## config.mk

```make
export PLATFORM = sky130hd
export DESIGN_NAME = lca_divider
export DESIGN_NICKNAME = d
export VERILOG_FILES = /design/src/rtl/core/label_centroid_accumulator_core_macros.svh /design/src/rtl/core/lca_pkg.sv /design/src/rtl/core/lca_divider.sv
export SDC_FILE = /design/constraint.sdc
export NUM_CORES = 1
export LEC_CHECK = 0
export BUFFER_PORTS_ARGS = -buffer_cell sky130_fd_sc_hd__buf_2
export CAP_MARGIN = 20
export CORE_MARGIN = 2
export CORE_UTILIZATION = 53
export DETAILED_ROUTE_END_ITERATION = 10
export PLACE_DENSITY_LB_ADDON = 0.2
export SYNTH_ARGS = -nofsm -noshare
export SYNTH_HDL_FRONTEND = slang
export SYNTH_SLANG_ARGS = --single-unit
```

## constraint.sdc

```tcl
create_clock -name clk -period 4.5 [get_ports clk]
set_clock_uncertainty 0.05 [all_clocks]
set_input_delay 0 -clock clk [delete_from_list [all_inputs] [get_ports clk]]
set_output_delay 0 -clock clk [all_outputs]
set_load 0.01 [all_outputs]
```

## src/rtl/core/label_centroid_accumulator_core_macros.svh

```systemverilog
// assertion macros used by the top-level rtl file
`ifndef LABEL_CENTROID_ACCUMULATOR_CORE_MACROS_SVH
`define LABEL_CENTROID_ACCUMULATOR_CORE_MACROS_SVH
// implication checked every clock outside reset
`define LCA_ASSERT_IMP(name, ante, cons, msg) \
  name: assert property (@(posedge clk) disable iff (!rst_n) (ante) |-> (cons)) \
    else $error(msg);
// implication with the consequent checked in the following clock
`define LCA_ASSERT_NEXT(name, ante, cons, msg) \
  name: assert property (@(posedge clk) disable iff (!rst_n) (ante) |=> (cons)) \
    else $error(msg);
`endif

```

## src/rtl/core/lca_pkg.sv

```systemverilog
// shared constants and types for the label centroid accumulator
`timescale 1ns / 1ps
package lca_pkg;
  localparam int unsigned NumLabelsDef = 1024;
  localparam int unsigned CntW = 32;
  localparam int unsigned SumW = 48;
  localparam int unsigned CtrW = 24;
  localparam int unsigned LabelW = 32;
  localparam int unsigned CoordW = 16;
  localparam logic OpAccum = 1'b0;
  localparam logic OpReport = 1'b1;
  localparam logic [0:0] RegMinVolume = 1'b0;

  typedef struct packed {
    logic [SumW-1:0] sum_z;
    logic [SumW-1:0] sum_y;
    logic [SumW-1:0] sum_x;
    logic [CntW-1:0] count;
    logic            kept;
  } lca_div_req_t;

  typedef struct packed {
    logic [CtrW-1:0] centre_z;
    logic [CtrW-1:0] centre_y;
    logic [CtrW-1:0] centre_x;
  } lca_div_res_t;
endpackage

```

## src/rtl/core/lca_divider.sv

```systemverilog
// three-lane restoring divider, one quotient bit per cycle
`timescale 1ns / 1ps
module lca_divider (
  input  logic                  clk,
  input  logic                  rst_n,
  input  logic                  start,
  input  lca_pkg::lca_div_req_t req,
  output logic                  done,
  output lca_pkg::lca_div_res_t res
);
  import lca_pkg::*;

  localparam int unsigned DivW = SumW + 8;
  localparam int unsigned StepW = $clog2(DivW + 1);

  logic [DivW-1:0] num_r [3];
  logic [CntW:0]   rem_r [3];
  logic [CntW-1:0] den_r;
  logic            kept_r;
  logic [StepW-1:0] step_r;
  logic            busy_r;
  logic            done_r;

  logic [DivW-1:0] num_nxt [3];
  logic [CntW:0]   rem_nxt [3];

  always_comb begin
    logic [CntW:0] sh;
    for (int i = 0; i < 3; i++) begin
      sh = {rem_r[i][CntW-1:0], num_r[i][DivW-1]};
      num_nxt[i] = {num_r[i][DivW-2:0], 1'b0};
      if (sh >= {1'b0, den_r}) begin
        rem_nxt[i] = sh - {1'b0, den_r};
        num_nxt[i][0] = 1'b1;
      end else begin
        rem_nxt[i] = sh;
      end
    end
  end

  always_ff @(posedge clk) begin
    if (!rst_n) begin
      busy_r <= 1'b0;
      done_r <= 1'b0;
      step_r <= '0;
    end else begin
      done_r <= 1'b0;
      if (start) begin
        busy_r <= 1'b1;
        step_r <= '0;
      end else if (busy_r) begin
        step_r <= step_r + 1'b1;
        if (step_r == StepW'(DivW - 1)) begin
          busy_r <= 1'b0;
          done_r <= 1'b1;
        end
      end
    end
  end

  always_ff @(posedge clk) begin
    if (start) begin
      num_r[0] <= {req.sum_z, 8'h00};
      num_r[1] <= {req.sum_y, 8'h00};
      num_r[2] <= {req.sum_x, 8'h00};
      for (int i = 0; i < 3; i++) rem_r[i] <= '0;
      // zero count only reaches here with kept low; avoid a zero divisor
      den_r  <= (req.count == '0) ? CntW'(1) : req.count;
      kept_r <= req.kept;
    end else if (busy_r) begin
      for (int i = 0; i < 3; i++) begin
        num_r[i] <= num_nxt[i];
        rem_r[i] <= rem_nxt[i];
      end
    end
  end

  assign done = done_r;
  assign res.centre_z = kept_r ? num_r[0][CtrW-1:0] : '0;
  assign res.centre_y = kept_r ? num_r[1][CtrW-1:0] : '0;
  assign res.centre_x = kept_r ? num_r[2][CtrW-1:0] : '0;
endmodule

```

======== Yosys cells after proc, flatten, opt, wreduce, memory -nomap -nowiden ========
Memories as Yosys holds them, arrays and structs flattened.
Cells that the tools add are included.
word-level totals
  bits in registers ....................... 41
  memory bits (writable) .................. 267
  input port bits ......................... 180
  output and inout port bits .............. 73
  logic and storage cells ................. 50
  memories ................................ 2
cells by class
  add/sub/neg operators ................... 4
  order comparisons ....................... 3
  eq/ne operators ......................... 1
  mux-type cells .......................... 24
  bitwise gates (word level) .............. 8
  reductions and logical operators ........ 3
memories
  memory  words  width  rd ports  clocked after memory_dff  wr ports  RTL line           source
  num_r   3      56     3         0                         3         lca_divider.sv:16  logic [DivW-1:0] num_r [3];
  rem_r   3      33     3         0                         3         lca_divider.sv:17  logic [CntW:0] rem_r [3];
operators with widths
  cell                                                           number
  33-bit 2-to-1 mux                                              6
  56-bit 2-to-1 mux                                              3
  33-bit by 32-bit >= comparator with 1-bit output               3
  33-bit by 32-bit subtractor with 33-bit output                 3
  24-bit 2-to-1 mux                                              3
  32-bit zero test                                               1
  1-bit 2-to-1 mux                                               12
  6-bit by 1-bit adder with 6-bit output, second input constant  1
  6-bit equality test, second input constant                     1
  1-bit OR                                                       6
  3-bit OR reduction                                             1
  1-bit NOT                                                      2
  2-bit OR reduction                                             1

======== Logic depth before layout (Yosys ltp) ========
  depth in word-level cells ............... 4
  mapped depth ............................ 13
  depth with buffers taken out ............ 12

======== Worst setup path after synthesis ========
No wires, ideal clock.
  path kind ............................... register to register
  start point ............................. register busy_r
  end point ............................... memory num_r[0][0] (netlist bit) (enable)
  data arrival time ....................... 3.803 ns
  required time ........................... 3.934 ns
  setup slack ............................. 0.131 ns
  stages on the path, launching flop included .. 3
  path buffers ............................ 1
  cells stage by stage .................... dfxtp_1 -> clkbuf_1 -> or2_2
RTL lines
  item                    RTL line           source
  start, declared         lca_divider.sv:21  logic busy_r;
  start signal, assigned  lca_divider.sv:43  busy_r <= 1'b0;
  start signal, assigned  lca_divider.sv:49  busy_r <= 1'b1;
  start signal, assigned  lca_divider.sv:54  busy_r <= 1'b0;
  end, declared           lca_divider.sv:16

==> results.md <==
- Final period util: about 83%
- Max Root-Sink Buffers: 3
- # IOs: 253
- Clk sinks: 305
- Switching share of total power: 30.2%
- Synth top cells by count: 511 x nand2_1, 297 x edfxtp_1, 149 x nor2_1
- Netlist Area Pre-Place: 18,600 um2
- Area Growth Syn to Fin: 24.5%
- CP max stage delay: 0.48 ns
- CP bufs+invs: 2
- Setup bufs post-CTS: 0
- PD cells: 375 nW/um2
- Worst endpoint required time: roughly 4.7 ns
- Most area-hungry cell type in the Yosys netlist: edfxtp_1
- Total CTS buffers: 36
- Setup crit start kind: register
- Routed via count: between 15,000 and 20,000
- Logic pwr share: 26.0%
- CP top delay family: compound AO/OA/AOI/OAI gates
- Reg power frac: 41.0%
- Seq cells post-synth: 305
- Leak pwr: just over 10 nW
- Hold buffers post-CTS: about 180
- Post-Synth Simple-Gate Area: approximately 22%
- CP Class: register to register
- Crit end category: register
- Post-synthesis xor/xnor area fraction: 3.72%
- Post-Syn Nets: around 2,200
- Fraction of the mapped netlist area in compound gates: approximately 11%
- Max Cap Viol: 0
- Slew HR: 35.6%
- Post-synth EDFFs: 297
- CP Cell Sequence: inv_1, ha_1, nor2b_1, o21ai_0, a21oi_2, o21ai_1, a211oi_2, nor3_1, o311ai_4, buf_4, mux2i_1, nor2_1
- Setup TNS: 0 ns
- Main combinational cell family by area after synthesis: simple AND/OR/NAND/NOR gates
- Grt total ovfl: 0
- Layout cells sized above 1: 14.8%
- Largest net degree at the start of global routing: 78
- Starting Density: 53.8%
- Cell total after placement: 2,575
- Fraction of registers with async set/reset: 0%
- Antenna Nets Post-Route: 0
- Adder-Cell Fraction of Synth Area: just under 7%
- Placement Setup Slack: 0.530 ns
- Min Tclk post-route: around 3.7 ns
- Crit Path Max Fanout: 25
- Post-route DRC: 0
- Root Driver: clkbuf_16
- Gate Count Post-Synth: just under 2,000
- Die area: 36,600 um2
- RSZ-0062 raised after global routing: no
- Run status: finished clean
- Final Setup Violations: 0
- Critical Path AT: between 3 and 4 ns
- Routed WL per cell: about 19 um
- Unique masters post-synth: a little over 70
- Final Core Density: 67.0%
- Layout Cells excl Fill: around 2,800
- Most frequent cell after synthesis: nand2_1
- Synth Area per Inst: 9.48 um2
- Total power: about 8.7 mW
- WL final: around 52,000 um
- DP Area: 20,200 um2
- HP Class: input pin to register
- Top cell type's share of synthesized area: 48.0%
- Multiplexer area fraction after synthesis: 3.78%
- Routability Congestion: 0.973
- Clock network power share: 33.0%
- Row count: 68
- Initial DRC Count: between 1,000 and 1,500
- Clock Latency Late Sink: 0.52 ns
- Sequential share of the synthesized area: roughly 49%
- Final net count: ~2,600
- Most used flip-flop cell after synthesis: edfxtp_1
- Clock slew at reported path FFs: 0.06 ns
- Top cells by area, synth: edfxtp_1 48%, nand2_1 10%, ha_1 6.5%
- Fin area: 23,200 um2
- Syn. warnings: 0
- Slowest cell on crit path: edfxtp_1
- Antenna violations before repair: 1
- GRT Resource Usage Total: 28.3%
- Final worst slack: between 0.7 and 0.8 ns
- Final Hold Fails: 0
- Min Hold Slack: 0.143 ns
- H-tree levels: 2
- Post-DP HPWL: 34,400 um
- Number of global-route vias before repair: approximately 16,000
- Die span in x: 191 um
- Post_cts resized: 0
- Input/output buffers: 252
- Worst ir drop on vdd: around 0.00025 V
- Cell Int Power: 6.06 mW
- Worst-Margin Slew: 0.965 ns
- Initial DRT Pass Iterations: 5
- FILL cells: approximately 2,600
- Fin. max-slew vios: 0
- First-pass GRT wire length: 82,100 um
- CTS tree: built
- FMAX: roughly 0.27 GHz
- Net switching power figure: 2.62 mW
- DR vias/cell: 5.72
- Core Footprint: around 35,000 um2
- Die height: 191 um
sequential cells by signal, indices dropped and copies added (netlist names):
signal  count
kept_r      1
step_r      6
den_r      32
busy_r      1
rem_r      96
done        1
num_r     168
cell families after synthesis:
kind of cell / count (synthesis)
XOR/XNOR: 79
multiplexers: 70
adder cells (fa/ha/maj): 100
AND/OR/NAND/NOR: 917
AO/OA/AOI/OAI: 318
buffers and inverters: 172
flip-flops: 305
final cells by class:
cell class / count / area (um2) / area share, %
multi-input cells: 1484 / 8870 / 38.3
repair buffers: 451 / 3260 / 14.1
clock inverters: 21 / 168 / 0.724
clock buffers: 45 / 977 / 4.22
diodes: 2 / 5.00 / 0.0216
flip-flops and latches: 305 / 9080 / 39.2
well taps: 455 / 569 / 2.46
inverters: 59 / 221 / 0.957
path summary, 6_finish.rpt:
kind	endpoint	cells after the start	start	slack, ns
max	rem_r[0][77]	12	den_r[1]	0.77
min	den_r[14]	1	start	0.14
max reg2reg	rem_r[0][77]	12	den_r[1]	0.77
min reg2reg	num_r[0][137]	2	num_r[0][136]	0.46
worst register-to-register path: stages (launching register included):
cell      delay, ns
edfxtp_1       0.48
inv_1          0.14
ha_1           0.40
nor2b_1        0.22
o21ai_0        0.17
a21oi_2        0.24
o21ai_1        0.16
a211oi_2       0.21
nor3_1         0.13
o311ai_4       0.45
buf_4          0.48
mux2i_1        0.26
nor2_1         0.06
layer usage:
metal | global-route usage, % | part of all wire (%) | up-vias
met5 | 0 | 0 | -
met4 | 10.7 | 3.6 | 0
met3 | 4.94 | 7.3 | 136
met2 | 47.1 | 49 | 695
met1 | 36.9 | 40 | 7694
li1 | - | - | 7628
power groups by stage:
stage / logic (mW) / registers (mW) / clock network [mW]
final: 2.26 / 3.56 / 2.86
after global routing: 2.48 / 3.59 / 3.00
after CTS: 2.21 / 3.56 / 2.90
after detailed placement: 2.07 / 3.61 / 0
after global placement: 2.05 / 3.60 / 0
after floorplan: 1.55 / 3.58 / 0
cell usage in the layout, fill, tap and decap left out, types with 33 or more instances in the layout:
master	synthesis	final
nand2_1	511	511
edfxtp_1	297	297
buf_2	13	252
dlygate4sd3_1	0	178
nor2_1	149	149
a21oi_1	100	100
and2_1	98	98
ha_1	97	97
mux2i_1	69	69
inv_1	59	59
o21ai_0	54	54
xnor2_1	53	53
clkbuf_16	0	38
a21o_1	34	34
nand3_1	33	33
No activity file was read; power rests on OpenSTA's default activity.
